**config.mk**
```make
export PLATFORM = sky130hd
export DESIGN_NAME = psk_ctrl
export DESIGN_NICKNAME = d
export VERILOG_FILES = /design/src/sv/psk_pkg.sv /design/src/sv/psk_ctrl.sv
export SDC_FILE = /design/constraint.sdc
export NUM_CORES = 1
export LEC_CHECK = 0
export BUFFER_PORTS_ARGS = -buffer_cell sky130_fd_sc_hd__buf_2
export CAP_MARGIN = 20
export CORE_AREA = 4 4 41 43
export DETAILED_ROUTE_END_ITERATION = 10
export DIE_AREA = 0 0 45 47
export HOLD_SLACK_MARGIN = 0.02
export MAX_ROUTING_LAYER = met4
export PLACE_DENSITY = 0.49
export SYNTH_ARGS = -nofsm -noshare
export SYNTH_HDL_FRONTEND = slang
export SYNTH_SLANG_ARGS = --single-unit
```
**constraint.sdc**
```tcl
create_clock -name i_clk -period 1.7 [get_ports i_clk]
set_input_delay 0.17 -clock i_clk [delete_from_list [all_inputs] [get_ports i_clk]]
set_output_delay 0.17 -clock i_clk [all_outputs]
set_load 0.01 [all_outputs]
```
**src/sv/psk_pkg.sv**
```systemverilog
// Shared constants, codes and controller/datapath interface types for the partitioned stack.
package psk_pkg;

    localparam int MAX_STACKS = 8;
    localparam int MEM_DEPTH  = 256;
    localparam int DATA_WIDTH = 32;

    localparam int IDX_W      = $clog2(MAX_STACKS);
    localparam int CNT_W      = 4;
    localparam int TE_W       = 9;
    localparam int PSIZE_W    = $clog2(MEM_DEPTH) + 1;
    localparam int ADDR_W     = $clog2(MEM_DEPTH);
    localparam int PROD_W     = IDX_W + PSIZE_W;
    localparam int DIV_CNT_W  = $clog2(PSIZE_W);

    localparam int APB_ADDR_W = 3;
    localparam int APB_DATA_W = 32;
    localparam int CFG_IDX_W  = APB_ADDR_W - 2;

    localparam logic [CFG_IDX_W-1:0] REG_STACK_COUNT   = 1'b0;
    localparam logic [CFG_IDX_W-1:0] REG_TOTAL_ENTRIES = 1'b1;

    typedef enum logic {
        OP_PUSH = 1'b0,
        OP_POP  = 1'b1
    } t_op_e;

    typedef enum logic [1:0] {
        ST_OK        = 2'd0,
        ST_OVERFLOW  = 2'd1,
        ST_UNDERFLOW = 2'd2,
        ST_INVALID   = 2'd3
    } t_status_e;

    typedef struct packed {
        logic accept;
        logic div_init;
        logic div_step;
        logic rd_capture;
    } t_dp_cmd;

    typedef struct packed {
        logic pop_read;
        logic div_last;
    } t_dp_status;

endpackage

```
**src/sv/psk_ctrl.sv**
```systemverilog
// Controller state machine: request acceptance, partition setup sequencing and result hand-off.
module psk_ctrl (
    input  logic                 i_clk,
    input  logic                 i_rst_n,
    input  logic                 i_cfg_wr,
    input  logic                 i_in_valid,
    input  logic                 i_out_ready,
    input  psk_pkg::t_dp_status  i_status,
    output psk_pkg::t_dp_cmd     o_cmd,
    output logic                 o_in_ready,
    output logic                 o_out_valid
);

    typedef enum logic [3:0] {
        S_IDLE  = 4'b0001,
        S_DINIT = 4'b0010,
        S_DIV   = 4'b0100,
        S_READ  = 4'b1000
    } t_state_e;

    t_state_e         r_state;
    t_state_e         n_state;
    logic             r_out_valid;
    logic             n_out_valid;
    logic             w_in_ready;
    psk_pkg::t_dp_cmd w_cmd;

    always_comb begin
        n_state     = r_state;
        n_out_valid = r_out_valid;
        w_cmd       = '0;
        w_in_ready  = (r_state == S_IDLE) && (!r_out_valid || i_out_ready);
        w_cmd.accept = w_in_ready && i_in_valid;
        if (r_out_valid && i_out_ready) begin
            n_out_valid = 1'b0;
        end
        case (r_state)
            S_IDLE: begin
                if (w_cmd.accept) begin
                    if (i_status.pop_read) begin
                        n_state = S_READ;
                    end else begin
                        n_out_valid = 1'b1;
                    end
                end
            end
            S_DINIT: begin
                w_cmd.div_init = 1'b1;
                n_state        = S_DIV;
            end
            S_DIV: begin
                w_cmd.div_step = 1'b1;
                if (i_status.div_last) begin
                    n_state = S_IDLE;
                end
            end
            S_READ: begin
                w_cmd.rd_capture = 1'b1;
                n_out_valid      = 1'b1;
                n_state          = S_IDLE;
            end
            default: begin
                n_state = S_IDLE;
            end
        endcase
        // restart partition setup on any register write
        if (i_cfg_wr) begin
            n_state = S_DINIT;
        end
    end

    always_ff @(posedge i_clk) begin
        if (!i_rst_n) begin
            r_state     <= S_IDLE;
            r_out_valid <= 1'b0;
        end else begin
            r_state     <= n_state;
            r_out_valid <= n_out_valid;
        end
    end

    assign o_cmd       = w_cmd;
    assign o_in_ready  = w_in_ready;
    assign o_out_valid = r_out_valid;

endmodule

```
==> results.toml, run 1 <==
[floorplanning]
die_area_um2 = 2120
initial_core_util_pct = 20.5
die_h_um = 47
core_area_um2 = 1300
io_pins = 13
rows = 13
dieWidth_um = 45

[placed_design]
io_buffer_count = 12
pre_cts_ws_ps = 222
gp_congestion = 0.711
post-place-cells = 58

[power_and_ir_drop]
ir_worst_vdd_v = 0.000280
swShare_pct = 26.0
power.density_nw_per_um2 = 854
clkPwrFrac_pct = 41.5
p_int_w = 0.000247
p_sw_w = 0.0000866
power.static_leakage_nw = 0.180
comb_power_share_pct = 18.4
pwr-share-seq_pct = 40.1

[sta]
worst_pin_slew_ps = 361
relSlewSlack_pct = 75.6
clock.fmax_mhz = 603
rsz0062_at_grt = "true"
period_minus_slack_ps = 1660
setup_ws_ps = 41.4
drv_slew = 0
hold_violations = 0
setup_viol = 0
fin_skew_ps = 4.32
finalSetupTns_ps = 0
period_share_pct = 97.6

[clock_tree]
cts_max_level = 1
hold_buffers = 0
clkLatencyLatePin_ps = 240
numCtsBuffers = 3
clkSinkCount = 5
root_buffer = "clkbuf_4"
clockBufferDepth = 2
cts_tree = "yes"
clk_pin_slew_ps = 40
cts_setup_buffers = 0

[grt]
grt-ovfl-total = 0
grt_pass1_vias = 249
antenna_found_initial = 0
grt_usage_pct = 7.35
grt_max_degree = 9
grt_pass1_wl_um = 1010

[layout]
nNetsFinal = 55
fillers = 156
area_growth_pct = 46.5
n_antenna_cell = 0
drive_above_1_share_pct = 44.7
final_cells = 62
layout_commonest_cell = "buf_2"
final_cell_mix = "buf_2, nor2b_1, clkbuf_4"

[logic_synthesis]
ys_seq_elements = 5
yosys.area_share.adder_pct = 0
yosys.area_share.simple_pct = 46.9
syn_nets = 37
synth_top_family_by_area = "simple AND/OR/NAND/NOR gates"
syn_area_um2 = 267
ys_warn_count = 0
syn-instance-count = 30
synthDistinctLibCells = 19
avgSynthCellArea_um2 = 8.88
synth_compound_area_share_pct = 15.5
ys_seq_area_share_pct = 37.6
synthMuxAreaShare_pct = 0
synthXorXnorAreaFrac_pct = 0

[setup_path]
critPathRequiredTime_ps = 1530
cp_max_fo = 6
worstSetupStartpointType = "flip-flop"
crit_type = "flip-flop to output pin"
end_kind = "output pin"
cp_data_arrival_time_ps = 1490

[route]
wire_per_inst_um = 10.9
avgViaCountPerCell = 4.56
routed_wl_um = 673
vias = 283
drc = 0
ant_nets = 0
drt_iter0_markers = 13
drt-pass1-iter-count = 4

[outcome]
status = "completed"

[hold_path]
hold_class = "input pin to flip-flop"

[flow_run]
cap_viol_max_count = 0
## critical path: stages (launching register included)
cell and delay, ps:
dfxtp_2 330, or4b_4 560, nor2_4 120, and2_1 120, buf_2 120
## area by class of cell
cell class | instances | area, µm² | share of cell area [%]
Multi-Input combinational cell | 25 | 171 | 43.9
Clock buffer | 4 | 26.3 | 6.73
Timing Repair Buffer | 13 | 67.6 | 17.3
Sequential cell | 5 | 106 | 27.2
Tap cell | 15 | 18.8 | 4.81
## metal layers
layer	vias up	wire length, µm	global-route usage [%]
li1	147	-	-
met1	123	307	8.43
met2	11	293	9.89
met3	2	66	2.30
met4	0	5	7.02
met5	-	0	-
## final timing paths
kind                                              start                      end  slack [ps]  depth (start not counted)
worst min-delay path                           i_cfg_wr  r_state[1]$_SDFFE_PN0P_         180                          2
worst max register to register  r_state[1]$_SDFFE_PN0P_  r_state[0]$_SDFFE_PN1P_         410                          3
worst min register to register  r_state[1]$_SDFFE_PN0P_  r_state[0]$_SDFFE_PN1P_         580                          2
worst max-delay path            r_state[1]$_SDFFE_PN0P_                 o_cmd[3]          40                          4
## per-stage QoR
stage | total power (W) | hold WS (ps) | util, % | instance area, µm²
finish | 0.000333 | 180 | 30.0 | 390
global route | 0.000351 | 193 | 30.0 | 390
CTS | 0.000338 | 171 | 29.6 | 385
detailed placement | 0.000193 | 423 | 27.1 | 353
global placement | 0.000193 | 421 | 27.1 | 353
floorplan | 0.000169 | 298 | - | 267
## state kept, by name (all words and copies together) (netlist names)
name,flops
o_out_valid,1
r_state,4
## Yosys cell counts (all sizes together)
cell type,number,area share [%]
o31a,1,3.3
and3b,1,3.3
or4b,1,5.2
nand2b,2,4.7
and3,1,2.3
a31oi,1,2.3
nor2b,3,7.0
nor2,3,5.2
nor3b,1,2.8
o21bai,1,2.8
nand2,1,1.4
a211o,1,3.3
and2,2,4.7
nor3,2,3.8
and4,1,3.3
dfxtp,5,38
nor4b,1,3.3
o21ai,2,3.8
## cell families after synthesis
family,after synthesis
AOI/OAI and AO/OA,6
and+or+nand+nor,19
DFF,5
## power by group through the flow
stage / combinational, W / sequential, W / clock (W)
global route: 0.0000670 / 0.000136 / 0.000149
finish: 0.0000613 / 0.000134 / 0.000138
detailed placement: 0.0000580 / 0.000135 / 0
global placement: 0.0000584 / 0.000135 / 0
CTS: 0.0000608 / 0.000133 / 0.000144
floorplan: 0.0000356 / 0.000134 / 0
## timing repair
action | CTS | global route
resized for setup | 2 | 3
setup endpoints to repair | 1 | 1
pin swaps | 0 | 1
(Power assumes the default switching activity.)
==> run 2: changes to the inputs <==
Settings changed: RECOVER_POWER from default to 25.
==> results.toml, run 2 (same netlist as run 1, synthesis figures left out) <==
[outcome]
status = "completed"

[power_and_ir_drop]
ir_worst_vdd_v = 0.000280
power.static_leakage_nw = 0.175
power.density_nw_per_um2 = 856

[layout]
nNetsFinal = 55
largest_reg_flops = 4
n_antenna_cell = 0
layout_commonest_cell = "buf_2"
final_cell_mix = "buf_2, nor2b_1, clkbuf_4"
top_register = "r_state"
area_growth_pct = 46.0
final_cells = 62
drive_above_1_share_pct = 42.6

[sta]
worst_pin_slew_ps = 363
hold_ws_ps = 181
setup_ws_ps = 40.9
period_share_pct = 97.6
finalSetupTns_ps = 0
relSlewSlack_pct = 75.5
rsz0062_at_grt = "true"
drv_slew = 0
hold_violations = 0
fin_skew_ps = 4.32
setup_viol = 0
period_minus_slack_ps = 1660
clock.fmax_mhz = 603

[clock_tree]
clkSinkCount = 5
root_buffer = "clkbuf_4"
cts_tree = "yes"
clockBufferDepth = 2
numCtsBuffers = 3
hold_buffers = 0
clkLatencyLatePin_ps = 240
clk_pin_slew_ps = 50
cts_max_level = 1

[floorplanning]
initial_core_util_pct = 20.5
die_h_um = 47
core_area_um2 = 1300
die_area_um2 = 2120
dieWidth_um = 45
io_pins = 13
rows = 13

[setup_path]
crit_slowest_cell = "or4b_4"
crit_chain = "or4b_4 -> nor2_4 -> and2_1 -> buf_2"
crit_path_max_incr_delay_ps = 560
r2r_start = "r_state[1]$_SDFFE_PN0P_"
critPathBufInv = 1
cp-startpoint = "r_state[1]$_SDFFE_PN0P_"
cp_max_fo = 6
cp_data_arrival_time_ps = 1490
end_kind = "output pin"
critPathRequiredTime_ps = 1530
critPathTopFamily = "simple AND/OR/NAND/NOR gates"
crit_type = "flip-flop to output pin"
worstSetupStartpointType = "flip-flop"

[route]
routed_wl_um = 674
wl_met2_um = 297
topRoutingLayerUsed = "met4"
wire_per_inst_um = 10.9
vias = 290
ant_nets = 0
drt-pass1-iter-count = 4
avgViaCountPerCell = 4.68
drt_iter0_markers = 6
wl_met3_um = 60
drc = 0
wl_met1_um = 308

[grt]
grt_pass1_vias = 249
grt-ovfl-total = 0
grt_pass1_wl_um = 1010
grt_usage_pct = 7.35
grt_max_degree = 9
antenna_found_initial = 0

[hold_path]
hp-start = "i_rst_n"
hold_class = "input pin to flip-flop"

[placed_design]
gp_congestion = 0.711
pre_cts_ws_ps = 222
post-place-cells = 58
io_buffer_count = 12

[flow_run]
cap_viol_max_count = 0
## run 2: cell count changes in the layout (fill, tap and decap cells not counted), sizes merged
cell	delta
buf	-1
clkbuf	+1
## run 2: worst paths after layout
| path | end | slack (ps) | cells after the start |
|---|---|---|---|
| worst max register to register | r_state[0]$_SDFFE_PN1P_ | 410 | 3 |
| worst max-delay path | o_cmd[3] | 40 | 4 |
| worst min register to register | r_state[0]$_SDFFE_PN1P_ | 580 | 2 |
| worst min-delay path | o_out_valid$_SDFF_PN0_ | 180 | 2 |
## run 2: timing repair
| item | CTS | global route |
|---|---|---|
| gates resized for setup | 2 | 3 |
| buffers inserted | 0 | 0 |
| setup endpoints to repair | 1 | 1 |
| pin swaps | 0 | 1 |
## run 2: where the power goes
group	switching (W)	internal [W]	leakage [nW]	total (W)
logic	0.0000286	0.0000323	0.118	0.0000610
clock network	0.0000494	0.0000888	0.0150	0.000138
registers	0.00000857	0.000125	0.0421	0.000134
## run 2: cell type report
| type | instances | area, µm² |
|---|---|---|
| repair buffers | 13 | 66.3 |
| flip-flops and latches | 5 | 106 |
| clock buffers | 4 | 26.3 |
| well taps | 15 | 18.8 |
| fillers | 157 | 912 |
| multi-input cells | 25 | 171 |
## run 2: per-layer routing
layer | GRT usage (%) | vias up
li1 | - | 147
met1 | 8.43 | 128
met2 | 9.89 | 13
met3 | 2.30 | 2
met4 | 7.02 | 0
met5 | - | -
## run 2: per-stage QoR
| step | power [W] | util (%) | instance area, µm² |
|---|---|---|---|
| 6_report | 0.000333 | 29.9 | 389 |
| 5_1_grt | 0.000351 | 29.9 | 389 |
| 4_1_cts | 0.000338 | 29.6 | 385 |
| 3_5_place_dp | 0.000193 | 27.1 | 353 |
| 3_3_place_gp | 0.000193 | 27.1 | 353 |
| 2_1_floorplan | 0.000169 | - | 267 |
